--- src/hw/rtl/multi_header_frame_parser_defines.svh ---
// assertion helpers for the frame parser
// each macro expects clk and rst_n in the using scope
`ifndef MULTI_HEADER_FRAME_PARSER_DEFINES_SVH
`define MULTI_HEADER_FRAME_PARSER_DEFINES_SVH

`ifndef SYNTHESIS

`define MHFP_ASSERT_SAME(label, ante, cons) \
    label: assert property (@(posedge clk) disable iff (!rst_n) (ante) |-> (cons)) \
        else $error("frame parser check failed");

`define MHFP_ASSERT_NEXT(label, ante, cons) \
    label: assert property (@(posedge clk) disable iff (!rst_n) (ante) |=> (cons)) \
        else $error("frame parser check failed");

`else

`define MHFP_ASSERT_SAME(label, ante, cons)

`define MHFP_ASSERT_NEXT(label, ante, cons)

`endif

`endif

--- src/hw/rtl/mhfp_pkg.sv ---
`timescale 1ns / 1ps

package mhfp_pkg;

    localparam int unsigned RUN_LIMIT  = 16;
    localparam int unsigned CFG_IDX_W  = 3;
    localparam int unsigned CFG_DATA_W = 32;
    localparam int unsigned LEN_W      = 5;

    // register map
    typedef enum logic [CFG_IDX_W-1:0] {
        REG_TYPE1_MARKS  = 3'd0,
        REG_TYPE2_MARKS  = 3'd1,
        REG_TYPE3_MARKS  = 3'd2,
        REG_TYPE1_LENGTH = 3'd3,
        REG_TYPE2_LENGTH = 3'd4,
        REG_TYPE3_LENGTH = 3'd5
    } cfg_reg_t;

    localparam logic [31:0] TYPE1_MARKS_RST = 32'hABBA_5556;
    localparam logic [31:0] TYPE2_MARKS_RST = 32'hCDDC_5758;
    localparam logic [31:0] TYPE3_MARKS_RST = 32'hEFFE_5354;
    localparam logic [LEN_W-1:0] TYPE1_LENGTH_RST = 5'd6;
    localparam logic [LEN_W-1:0] TYPE2_LENGTH_RST = 5'd13;
    localparam logic [LEN_W-1:0] TYPE3_LENGTH_RST = 5'd6;

    localparam logic [1:0] TYPE_NONE = 2'd0;
    localparam logic [1:0] TYPE_1    = 2'd1;
    localparam logic [1:0] TYPE_2    = 2'd2;
    localparam logic [1:0] TYPE_3    = 2'd3;

    typedef enum logic [1:0] {
        PH_HEADER  = 2'd0,
        PH_PAYLOAD = 2'd1,
        PH_TRAILER = 2'd2
    } phase_t;

    typedef enum logic [2:0] {
        S_IDLE = 3'b001,
        S_READ = 3'b010,
        S_LOAD = 3'b100
    } state_t;

endpackage

--- src/hw/rtl/mhfp_ram.sv ---
`timescale 1ns / 1ps

module mhfp_ram #(
    parameter int unsigned WIDTH = 8,
    parameter int unsigned DEPTH = 16,
    parameter int unsigned AW    = (DEPTH > 1) ? $clog2(DEPTH) : 1
) (
    input  logic             clk,
    input  logic             we,
    input  logic [AW-1:0]    waddr,
    input  logic [WIDTH-1:0] wdata,
    input  logic             re,
    input  logic [AW-1:0]    raddr,
    output logic [WIDTH-1:0] rdata
);

    logic [WIDTH-1:0] mem_reg [DEPTH];
    logic [WIDTH-1:0] rdata_reg;

    always_ff @(posedge clk)
    begin
        if (we)
        begin
            mem_reg[waddr] <= wdata;
        end
        if (re)
        begin
            rdata_reg <= mem_reg[raddr];
        end
    end

    assign rdata = rdata_reg;

endmodule

--- src/hw/rtl/multi_header_frame_parser.sv ---
`timescale 1ns / 1ps

// Finds frames of three types in a received byte stream: two header bytes, a payload of
// per-type length, two trailer bytes. Each accepted byte that does not complete a frame
// gives one status word in the next cycle; the trailer byte that completes a frame gives
// the stored payload as a run of n words instead (n = effective length of the type,
// 1 to 16). For a completing byte, every payload word is read from the payload RAM in
// S_READ and then loaded into the output register in S_LOAD, which waits while the
// output word is held by out_stall. Input is taken only when the parser is idle and
// the output register is free or draining. Configuration is written through cfg_we,
// cfg_index and cfg_data; lengths use the low five bits.

`include "multi_header_frame_parser_defines.svh"

module multi_header_frame_parser #(
    parameter int unsigned MAX_PAYLOAD = 16
) (
    input  logic                               clk,
    input  logic                               rst_n,

    input  logic                               cfg_we,
    input  logic [mhfp_pkg::CFG_IDX_W-1:0]     cfg_index,
    input  logic [mhfp_pkg::CFG_DATA_W-1:0]    cfg_data,

    input  logic                               in_valid,
    output logic                               in_stall,
    input  logic [7:0]                         rx_byte,

    output logic                               out_valid,
    input  logic                               out_stall,
    output logic                               is_payload,
    output logic [1:0]                         frame_type,
    output logic [7:0]                         payload_byte,
    output logic [3:0]                         byte_index,
    output logic                               last,
    output logic [15:0]                        mismatch_count,
    output logic [1:0]                         parse_phase
);

    import mhfp_pkg::*;

    localparam int unsigned AW = (MAX_PAYLOAD > 1) ? $clog2(MAX_PAYLOAD) : 1;
    localparam logic [LEN_W-1:0] CAP =
        LEN_W'((MAX_PAYLOAD < RUN_LIMIT) ? MAX_PAYLOAD : RUN_LIMIT);

    function automatic logic [LEN_W-1:0] clip_len(input logic [LEN_W-1:0] len);
        logic [LEN_W-1:0] r;
        r = len;
        if (len == '0)
        begin
            r = LEN_W'(1);
        end
        else if (len > CAP)
        begin
            r = CAP;
        end
        return r;
    endfunction

    // configuration
    logic [31:0]      type1_marks_reg, type2_marks_reg, type3_marks_reg;
    logic [LEN_W-1:0] type1_length_reg, type2_length_reg, type3_length_reg;

    always_ff @(posedge clk or negedge rst_n)
    begin
        if (!rst_n)
        begin
            type1_marks_reg  <= TYPE1_MARKS_RST;
            type2_marks_reg  <= TYPE2_MARKS_RST;
            type3_marks_reg  <= TYPE3_MARKS_RST;
            type1_length_reg <= TYPE1_LENGTH_RST;
            type2_length_reg <= TYPE2_LENGTH_RST;
            type3_length_reg <= TYPE3_LENGTH_RST;
        end
        else if (cfg_we)
        begin
            case (cfg_index)
                REG_TYPE1_MARKS:  type1_marks_reg  <= cfg_data;
                REG_TYPE2_MARKS:  type2_marks_reg  <= cfg_data;
                REG_TYPE3_MARKS:  type3_marks_reg  <= cfg_data;
                REG_TYPE1_LENGTH: type1_length_reg <= cfg_data[LEN_W-1:0];
                REG_TYPE2_LENGTH: type2_length_reg <= cfg_data[LEN_W-1:0];
                REG_TYPE3_LENGTH: type3_length_reg <= cfg_data[LEN_W-1:0];
                default: ;
            endcase
        end
    end

    // parser state
    phase_t           phase_reg, phase_next;
    logic [LEN_W-1:0] pos_reg, pos_next;
    logic [1:0]       type_reg, type_next;
    logic [15:0]      miss_reg, miss_next;

    state_t           state_reg, state_next;
    logic [3:0]       rd_idx_reg, rd_idx_next;
    logic [LEN_W-1:0] run_len_reg, run_len_next;
    logic [1:0]       run_type_reg, run_type_next;

    logic             out_valid_reg, out_valid_next;
    logic             is_payload_reg, is_payload_next;
    logic [1:0]       frame_type_reg, frame_type_next;
    logic [7:0]       payload_byte_reg, payload_byte_next;
    logic [3:0]       byte_index_reg, byte_index_next;
    logic             last_reg, last_next;
    logic [15:0]      mismatch_reg, mismatch_next;
    logic [1:0]       phase_out_reg, phase_out_next;

    logic             out_free;
    logic             accept;
    logic             frame_done;
    logic             mem_we;
    logic             mem_re;
    logic [7:0]       mem_rdata;
    logic [31:0]      cur_marks;
    logic [LEN_W-1:0] cur_len;
    logic [LEN_W-1:0] pos_inc;
    logic [7:0]       trailer_mark;
    logic             run_last;

    assign out_free = !out_valid_reg || !out_stall;
    assign in_stall = !((state_reg == S_IDLE) && out_free);
    assign accept   = in_valid && !in_stall;
    assign pos_inc  = pos_reg + LEN_W'(1);
    assign run_last = ({1'b0, rd_idx_reg} + LEN_W'(1)) == run_len_reg;

    always_comb
    begin
        case (type_reg)
            TYPE_1:  cur_marks = type1_marks_reg;
            TYPE_2:  cur_marks = type2_marks_reg;
            default: cur_marks = type3_marks_reg;
        endcase
        case (type_reg)
            TYPE_1:  cur_len = clip_len(type1_length_reg);
            TYPE_2:  cur_len = clip_len(type2_length_reg);
            default: cur_len = clip_len(type3_length_reg);
        endcase
    end

    assign trailer_mark = pos_reg[0] ? cur_marks[7:0] : cur_marks[15:8];

    // one step of the header / payload / trailer walk
    always_comb
    begin
        phase_next = phase_reg;
        pos_next   = pos_reg;
        type_next  = type_reg;
        miss_next  = miss_reg;
        mem_we     = 1'b0;
        frame_done = 1'b0;
        if (phase_reg == PH_PAYLOAD && type_reg != TYPE_NONE)
        begin
            mem_we = accept && (int'(pos_reg) < MAX_PAYLOAD);
            if (pos_inc >= cur_len)
            begin
                phase_next = PH_TRAILER;
                pos_next   = '0;
            end
            else
            begin
                pos_next = pos_inc;
            end
        end
        else if (phase_reg == PH_TRAILER && type_reg != TYPE_NONE)
        begin
            if (rx_byte != trailer_mark)
            begin
                phase_next = PH_HEADER;
                pos_next   = '0;
                type_next  = TYPE_NONE;
                miss_next  = miss_reg + 16'd1;
            end
            else if (pos_reg != '0)
            begin
                frame_done = 1'b1;
                phase_next = PH_HEADER;
                pos_next   = '0;
                type_next  = TYPE_NONE;
                miss_next  = '0;
            end
            else
            begin
                pos_next = LEN_W'(1);
            end
        end
        else if (phase_reg == PH_HEADER && pos_reg == LEN_W'(1) && type_reg != TYPE_NONE)
        begin
            if (rx_byte == cur_marks[23:16])
            begin
                phase_next = PH_PAYLOAD;
                pos_next   = '0;
            end
            else
            begin
                phase_next = PH_HEADER;
                pos_next   = '0;
                type_next  = TYPE_NONE;
                miss_next  = miss_reg + 16'd1;
            end
        end
        else
        begin
            // first header byte, lowest type wins on a shared byte
            phase_next = PH_HEADER;
            pos_next   = LEN_W'(1);
            if (rx_byte == type1_marks_reg[31:24])
            begin
                type_next = TYPE_1;
            end
            else if (rx_byte == type2_marks_reg[31:24])
            begin
                type_next = TYPE_2;
            end
            else if (rx_byte == type3_marks_reg[31:24])
            begin
                type_next = TYPE_3;
            end
            else
            begin
                type_next = TYPE_NONE;
                pos_next  = '0;
                miss_next = miss_reg + 16'd1;
            end
        end
    end

    // sequencer and output register
    always_comb
    begin
        state_next        = state_reg;
        rd_idx_next       = rd_idx_reg;
        run_len_next      = run_len_reg;
        run_type_next     = run_type_reg;
        mem_re            = 1'b0;
        out_valid_next    = out_valid_reg && out_stall;
        is_payload_next   = is_payload_reg;
        frame_type_next   = frame_type_reg;
        payload_byte_next = payload_byte_reg;
        byte_index_next   = byte_index_reg;
        last_next         = last_reg;
        mismatch_next     = mismatch_reg;
        phase_out_next    = phase_out_reg;
        case (state_reg)
            S_IDLE:
            begin
                if (accept)
                begin
                    if (frame_done)
                    begin
                        state_next    = S_READ;
                        rd_idx_next   = '0;
                        run_len_next  = cur_len;
                        run_type_next = type_reg;
                    end
                    else
                    begin
                        out_valid_next    = 1'b1;
                        is_payload_next   = 1'b0;
                        frame_type_next   = TYPE_NONE;
                        payload_byte_next = '0;
                        byte_index_next   = '0;
                        last_next         = 1'b1;
                        mismatch_next     = miss_next;
                        phase_out_next    = phase_next;
                    end
                end
            end
            S_READ:
            begin
                mem_re     = 1'b1;
                state_next = S_LOAD;
            end
            S_LOAD:
            begin
                if (out_free)
                begin
                    out_valid_next    = 1'b1;
                    is_payload_next   = 1'b1;
                    frame_type_next   = run_type_reg;
                    payload_byte_next = mem_rdata;
                    byte_index_next   = rd_idx_reg;
                    last_next         = run_last;
                    mismatch_next     = '0;
                    phase_out_next    = PH_HEADER;
                    rd_idx_next       = rd_idx_reg + 4'd1;
                    state_next        = run_last ? S_IDLE : S_READ;
                end
            end
            default:
            begin
                state_next = S_IDLE;
            end
        endcase
    end

    always_ff @(posedge clk or negedge rst_n)
    begin
        if (!rst_n)
        begin
            phase_reg     <= PH_HEADER;
            pos_reg       <= '0;
            type_reg      <= TYPE_NONE;
            miss_reg      <= '0;
            state_reg     <= S_IDLE;
            out_valid_reg <= 1'b0;
        end
        else
        begin
            if (accept)
            begin
                phase_reg <= phase_next;
                pos_reg   <= pos_next;
                type_reg  <= type_next;
                miss_reg  <= miss_next;
            end
            state_reg     <= state_next;
            out_valid_reg <= out_valid_next;
        end
    end

    always_ff @(posedge clk)
    begin
        rd_idx_reg       <= rd_idx_next;
        run_len_reg      <= run_len_next;
        run_type_reg     <= run_type_next;
        is_payload_reg   <= is_payload_next;
        frame_type_reg   <= frame_type_next;
        payload_byte_reg <= payload_byte_next;
        byte_index_reg   <= byte_index_next;
        last_reg         <= last_next;
        mismatch_reg     <= mismatch_next;
        phase_out_reg    <= phase_out_next;
    end

    mhfp_ram #(
        .WIDTH (8),
        .DEPTH (MAX_PAYLOAD),
        .AW    (AW)
    ) u_payload_ram (
        .clk   (clk),
        .we    (mem_we),
        .waddr (AW'(pos_reg)),
        .wdata (rx_byte),
        .re    (mem_re),
        .raddr (AW'(rd_idx_reg)),
        .rdata (mem_rdata)
    );

    assign out_valid      = out_valid_reg;
    assign is_payload     = is_payload_reg;
    assign frame_type     = frame_type_reg;
    assign payload_byte   = payload_byte_reg;
    assign byte_index     = byte_index_reg;
    assign last           = last_reg;
    assign mismatch_count = mismatch_reg;
    assign parse_phase    = phase_out_reg;

    // a completed frame starts a readout from entry zero with the count cleared
    `MHFP_ASSERT_NEXT(a_run_start, accept && frame_done, state_reg == S_READ && rd_idx_reg == '0)
    `MHFP_ASSERT_NEXT(a_run_count_clear, accept && frame_done, miss_reg == 16'd0)
    // payload words never index past the latched run length
    `MHFP_ASSERT_SAME(a_run_bound, out_valid && is_payload, LEN_W'(byte_index_reg) < run_len_reg)
    // no byte is taken while a readout is in flight
    `MHFP_ASSERT_SAME(a_no_take_in_run, state_reg == S_READ || state_reg == S_LOAD, !accept)

endmodule
--- config.mk ---
export PLATFORM = sky130hd
export DESIGN_NAME = multi_header_frame_parser
export DESIGN_NICKNAME = d
export VERILOG_FILES = /design/src/hw/rtl/mhfp_pkg.sv /design/src/hw/rtl/mhfp_ram.sv /design/src/hw/rtl/multi_header_frame_parser.sv
export VERILOG_INCLUDE_DIRS = /design/src /design/src/hw/rtl
export SDC_FILE = /design/constraint.sdc
export NUM_CORES = 1
export LEC_CHECK = 0
export ABC_AREA = 1
export BUFFER_PORTS_ARGS = -buffer_cell sky130_fd_sc_hd__buf_2
export CORE_UTILIZATION = 30
export CTS_CLUSTER_DIAMETER = 150
export CTS_CLUSTER_SIZE = 14
export DETAILED_ROUTE_END_ITERATION = 10
export PLACE_DENSITY = 0.42
export SKIP_LAST_GASP = 1
export SYNTH_ARGS = -nofsm -noshare
export SYNTH_HDL_FRONTEND = slang
export SYNTH_SLANG_ARGS = --single-unit
--- constraint.sdc ---
create_clock -name clk -period 8.7 [get_ports clk]
set_input_delay 0.87 -clock clk [delete_from_list [all_inputs] [get_ports clk]]
set_output_delay 0.87 -clock clk [all_outputs]
set_load 0.01 [all_outputs]
==> results of run 1 <==
==> final timing paths <==
path                                                       from                                    end  slack [ns]  cells after the start
worst max-delay path                    type_reg[0]$_DFFE_PN0P_  u_payload_ram.mem_reg[1][5]$_DFFE_PP_        4.83                      8
worst min-delay path                                      rst_n         type3_marks_reg[5]$_DFFE_PN0P_        0.30                      1
worst max register to register          type_reg[0]$_DFFE_PN0P_  u_payload_ram.mem_reg[1][5]$_DFFE_PP_        4.83                      8
worst min register to register  type3_marks_reg[16]$_DFFE_PN0P_        type3_marks_reg[16]$_DFFE_PN0P_        0.48                      2
max in group asynchronous                                 rst_n        type2_marks_reg[25]$_DFFE_PN0P_        6.94                      2
min in group clk                type3_marks_reg[16]$_DFFE_PN0P_        type3_marks_reg[16]$_DFFE_PN0P_        0.48                      2
==> metrics by stage <==
stage | total power, mW | worst slack (ns)
2_1_floorplan | 2.698 | 4.109
3_3_place_gp | 3.029 | 4.845
3_5_place_dp | 3.034 | 4.784
4_1_cts | 4.170 | 4.754
5_1_grt | 4.358 | 4.519
6_report | 4.106 | 4.833
==> placed cells by master (no fill, tap or decap), types with 13 or more instances in the layout <==
master / n
edfxtp_1: 181
o22ai_1: 19
clkbuf_16: 26
nand3_1: 123
buf_2: 82
nand2_1: 463
o21ai_0: 182
nand3_2: 13
dfrtp_1: 75
inv_1: 168
nor2_1: 117
clkbuf_1: 19
a21oi_1: 33
nand4_1: 25
dfstp_2: 65
xor2_1: 18
ha_1: 14
==> synthesized netlist by cell type (11+ instances only) <==
library cell	n
a221oi_1	12
nand3_1	124
a21oi_1	33
clkbuf_1	50
nand4_1	25
o21ai_0	182
edfxtp_1	181
nand3_2	12
inv_1	168
xnor2_1	11
dfrtp_1	75
o22ai_1	19
dfstp_2	65
nor2_1	117
ha_1	14
nand2_1	465
xor2_1	18
==> cell type report <==
cell class / count / area, um^2
Antenna cell: 1 / 2.502
Clock buffer: 45 / 721.9
Clock inverter: 1 / 16.27
Fill cell: 5293 / 33320
Inverter: 174 / 653.1
Multi-Input combinational cell: 1109 / 5394
Sequential cell: 321 / 9020
Tap cell: 672 / 840.8
Timing Repair Buffer: 95 / 511.7
==> critical path, cell delays in order (launching register included) <==
cell	delay (ns)
dfrtp_1	0.38
inv_1	0.09
ha_1	0.25
or2_2	0.29
nor2_1	0.24
inv_1	0.52
nor3_1	0.74
nand2_1	0.26
nor2_1	0.71
==> per-layer routing <==
layer  part of all wire [%]  vias up
met4                    2.9        0
met5                      0        -
li1                       -     5672
met3                    2.9       53
met2                     47      198
met1                     47     5459
==> cells by family after synthesis <==
group | synth area share, %
simple gates | 22.54
xor+xnor | 1.646
flops | 58.44
compound gates | 9.525
fa+ha+maj | 1.135
buf+inv | 6.712
==> report_power, final <==
part           switching, mW  leakage, nW  internal, mW
clock                  0.558        0.350         0.562
sequential             0.138         3.30          1.90
combinational          0.630         3.49         0.317
==> impl_metrics.env, run 1 <==
export IMPL_place_port_buffers=83
export IMPL_yosys_warnings=0
export IMPL_grt_overflow=0
export IMPL_tns_ns=0
export IMPL_yosysTopAreaCell="edfxtp_1"
export IMPL_core_region_area_mm2=0.05048
export IMPL_worstSetupStartpointType="register"
export IMPL_drt_pass1_iter_count=5
export IMPL_final_cells=2418
export IMPL_p_leak_nw=7.139
export IMPL_grt_util_met2_pct=27.82
export IMPL_area_delta_synth_final_pct=11.18
export IMPL_grt_pass1_wl_mm=67.47
export IMPL_post_route_util_pct=34.00
export IMPL_outcome="completed"
export IMPL_cts_tree="built"
export IMPL_period_needed_ns=3.867
export IMPL_ys_types=46
export IMPL_clk_pin_slew_ns=0.08
export IMPL_crit_type="reg -> reg"
export IMPL_numCtsBuffers=26
export IMPL_fin_skew_ns=0.02590
export IMPL_slew_headroom_pct=21.10
export IMPL_drc=0
export IMPL_fmax_mhz=258.6
export IMPL_syn_avg_cell_area_um2=9.209
export IMPL_path_max_fanout=34
export IMPL_setup_viol=0
export IMPL_hpwl_mm=28.53
export IMPL_wl_per_cell_um=17.78
export IMPL_tightest_slew_ns=1.184
export IMPL_critPathArrivalTime_ns=4.05
export IMPL_largest_register_ffs=128
export IMPL_synth_top_area_share_pct=35.21
export IMPL_synth_area_top_cells="edfxtp_1 (35%), dfrtp_1 (12%), nand2_1 (11%)"
export IMPL_place_congestion=0.7915
export IMPL_die_area_mm2=0.05236
export IMPL_synth_top_flop_cell="edfxtp_1"
export IMPL_drtIter0Drc=722
export IMPL_yosysSeqAreaShare_pct=58.44
export IMPL_cts_sinks=321
export IMPL_clockBufferDepth=3
export IMPL_cts_hold_fix_buffers=0
export IMPL_antenna_found_initial=0
export IMPL_drive_above_1_share_pct=13.52
export IMPL_grt_pass1_vias=11420
export IMPL_die_y_um=228.8
export IMPL_cp_required_ns=8.88
export IMPL_drv_slew=0
export IMPL_ant_nets=0
export IMPL_wl_mm=43.00
export IMPL_final_hold_violation_count=0
export IMPL_powerDensity_mw_per_mm2=239.3
export IMPL_viasPerCell=4.707
export IMPL_rows=82
export IMPL_async_reset_ff_share_pct=43.61
export IMPL_clk_latency_ns=0.58
export IMPL_final_cell_area_mm2=0.01716
export IMPL_boundaryPins=84
export IMPL_nNetsFinal=1789
export IMPL_grt_util_met1_pct=22.34
export IMPL_hold_path_class="in -> async"
export IMPL_fin_crit_sh_pct=44.45
export IMPL_timing_max_cap_violations=0
export IMPL_place_area_mm2=0.01642
export IMPL_dp_cells=2371
export IMPL_post_cts_buffers=0
export IMPL_ctsHtreeMaxLevel=1
export IMPL_hold_ws_ns=0.2997
export IMPL_grt_util_met3_pct=1.747
export IMPL_synth_cell_area_mm2=0.01543
export IMPL_synth_edff_count=181
export IMPL_initial_core_util_pct=30.58
export IMPL_ys_seq_elements=321
export IMPL_dieWidth_um=228.8
export IMPL_ctsResizeCount=0
export IMPL_vias=11380
export IMPL_postSynthNetCount=1738
export IMPL_synth_cells=1676
export IMPL_grt_busiest_layer="met2"
export IMPL_grt_usage_pct=16.51
export IMPL_rsz0062_at_grt="no"
export IMPL_root_buffer="clkbuf_16"
export IMPL_cp_end_kind="register"
export IMPL_grt_max_degree=79
export IMPL_ir_drop_mv=0.1581
Power figures use the tool's default switching activity.
==> run 2: changes to the inputs <==
- clock period: 8.7 -> 4 ns (I/O delays scaled with it)
==> run 2 against run 1 <==
Via count grew 0.75%. Critical path type unchanged. Sequential power grew 120%. Global-route usage grew 0.25 points.
==> impl_metrics.env, run 2 (synthesis gave the netlist of run 1 again) <==
export IMPL_p_leak_nw=7.240
export IMPL_slew_headroom_pct=35.70
export IMPL_drt_pass1_iter_count=5
export IMPL_fin_crit_sh_pct=82.44
export IMPL_p_total_mw=9.015
export IMPL_place_port_buffers=83
export IMPL_final_cell_mix="nand2_1 (463), o21ai_0 (182), edfxtp_1 (181)"
export IMPL_power_frac_comb_pct=24.0
export IMPL_hpwl_mm=29.47
export IMPL_fin_skew_ns=0.02467
export IMPL_cts_sinks=321
export IMPL_root_buffer="clkbuf_16"
export IMPL_r2r_start="type_reg[0]$_DFFE_PN0P_"
export IMPL_die_area_mm2=0.05236
export IMPL_tightest_slew_ns=0.9646
export IMPL_worstSetupStartpointType="register"
export IMPL_rrSetupSlack_ns=0.70
export IMPL_ctsResizeCount=0
export IMPL_cts_tree="built"
export IMPL_crit_type="reg -> reg"
export IMPL_boundaryPins=84
export IMPL_vias=11470
export IMPL_fmax_mhz=303.3
export IMPL_numCtsBuffers=26
export IMPL_pwr_share_clk_pct=27.2
export IMPL_hold_path_class="in -> reg"
export IMPL_post_cts_buffers=0
export IMPL_setup_viol=0
export IMPL_drv_slew=0
export IMPL_place_congestion=0.8016
export IMPL_outcome="completed"
export IMPL_power_switching_mw=2.927
export IMPL_critPathArrivalTime_ns=3.54
export IMPL_clockBufferDepth=3
export IMPL_drive_above_1_share_pct=14.38
export IMPL_timing_max_cap_violations=0
export IMPL_cts_hold_fix_buffers=1
export IMPL_rows=82
export IMPL_ant_nets=0
export IMPL_antenna_found_initial=0
export IMPL_nNetsFinal=1808
export IMPL_viasPerCell=4.703
export IMPL_holdPathEnd="type2_marks_reg[22]$_DFFE_PN1P_"
export IMPL_path_max_fanout=50
export IMPL_initial_core_util_pct=30.58
export IMPL_grt_max_degree=98
export IMPL_tns_ns=0
export IMPL_r2r_cells=15
export IMPL_pwr_share_seq_pct=48.8
export IMPL_drtIter0Drc=759
export IMPL_largest_register_ffs=128
export IMPL_drc=0
export IMPL_final_hold_violation_count=0
export IMPL_grt_pass1_vias=11260
export IMPL_wl_per_cell_um=17.94
export IMPL_clk_latency_ns=0.57
export IMPL_antenna_cells=0
export IMPL_cp_required_ns=4.24
export IMPL_area_delta_synth_final_pct=12.27
export IMPL_grt_usage_pct=16.76
export IMPL_clk_pin_slew_ns=0.08
export IMPL_ctsHtreeMaxLevel=1
export IMPL_p_sw_share_pct=32.47
export IMPL_rsz0062_at_grt="no"
export IMPL_cp_end_kind="register"
export IMPL_powerDensity_mw_per_mm2=520.2
export IMPL_dieWidth_um=228.8
export IMPL_reg2reg_to="rd_idx_reg[1]$_SDFFCE_PN0P_"
export IMPL_hold_start="cfg_data[22]"
export IMPL_p_int_mw=6.088
export IMPL_mostFrequentLayoutCell="nand2_1"
export IMPL_die_y_um=228.8
export IMPL_period_needed_ns=3.297
export IMPL_core_region_area_mm2=0.05048
export IMPL_wl_mm=43.74
export IMPL_hold_path_depth=3
export IMPL_ir_drop_mv=0.2928
export IMPL_grt_pass1_wl_mm=68.24
export IMPL_grt_overflow=0
-- run 2: cell count changes in the layout (fill, tap and decap cells not counted) --
cell           previous run  this run
buf_4                    12        29
clkbuf_1                 19        21
buf_12                    0         1
diode_2                   1         0
dlygate4sd3_1             0         1
nor3_2                    4         3
nor3_4                    1         2
-- run 2: critical path: stages (launching register included) --
cell	delay [ns]
dfrtp_1	0.37
inv_1	0.09
ha_1	0.34
buf_12	0.20
or2_0	0.23
nand2_1	0.06
nand2_1	0.11
nand2_1	0.11
nand2_1	0.05
nand2_1	0.13
nand2_2	0.08
nor2_4	0.34
nand3_4	0.22
nor3_2	0.26
nor2_1	0.07
nor2_1	0.27
-- run 2: layout make-up --
type | instances | area (um^2)
clock buffers | 47 | 729.5
well taps | 672 | 840.8
fillers | 5335 | 33150
multi-input cells | 1109 | 5400
inverters | 174 | 653.1
flip-flops and latches | 321 | 9020
repair buffers | 114 | 669.4
clock inverters | 1 | 16.27
-- run 2: how the worst max path moves through the flow --
stage                                  startpoint                          end  slack [ns]  cells after the start
after CTS                 type_reg[0]$_DFFE_PN0P_  rd_idx_reg[1]$_SDFFCE_PN0P_        0.68                     15
after detailed placement  type_reg[0]$_DFFE_PN0P_  rd_idx_reg[1]$_SDFFCE_PN0P_        0.71                     15
after global placement    type_reg[0]$_DFFE_PN0P_  rd_idx_reg[0]$_SDFFCE_PN0P_        0.74                     15
after global routing      type_reg[0]$_DFFE_PN0P_  rd_idx_reg[1]$_SDFFCE_PN0P_        0.36                     15
after floorplan           type_reg[0]$_DFFE_PN0P_  byte_index[0]$_SDFFCE_PN0P_        0.46                     14
final                     type_reg[0]$_DFFE_PN0P_  rd_idx_reg[1]$_SDFFCE_PN0P_        0.70                     15
-- run 2: power groups by stage --
stage	registers (mW)	logic [mW]	clock network (mW)
floorplan	4.48	1.38	0
global placement	4.47	2.19	0
detailed placement	4.46	2.20	0
CTS	4.40	2.21	2.56
global route	4.46	2.47	2.64
finish	4.40	2.16	2.45
-- run 2: routing by layer --
layer | vias to the layer above | part of all wire (%) | track usage, %
li1 | 5710 | - | -
met1 | 5516 | 48 | 23.29
met2 | 204 | 47 | 28.18
met3 | 37 | 3.4 | 1.996
met4 | 0 | 1.6 | 3.083
met5 | - | 0 | 0
-- run 2: metrics by stage --
step           std cells  hold slack (ns)  util, %  setup slack [ns]  cell area, um^2
5_1_grt             2438           0.1039    34.33            0.3552            17330
6_report            2438          0.09345    34.33            0.7026            17330
4_1_cts             2438          0.06949    34.33            0.6770            17330
3_3_place_gp        2389           0.4642    32.83            0.7376            16570
2_1_floorplan       1676           0.1044        -            0.4593            15440
3_5_place_dp        2389           0.4659    32.83            0.7060            16570
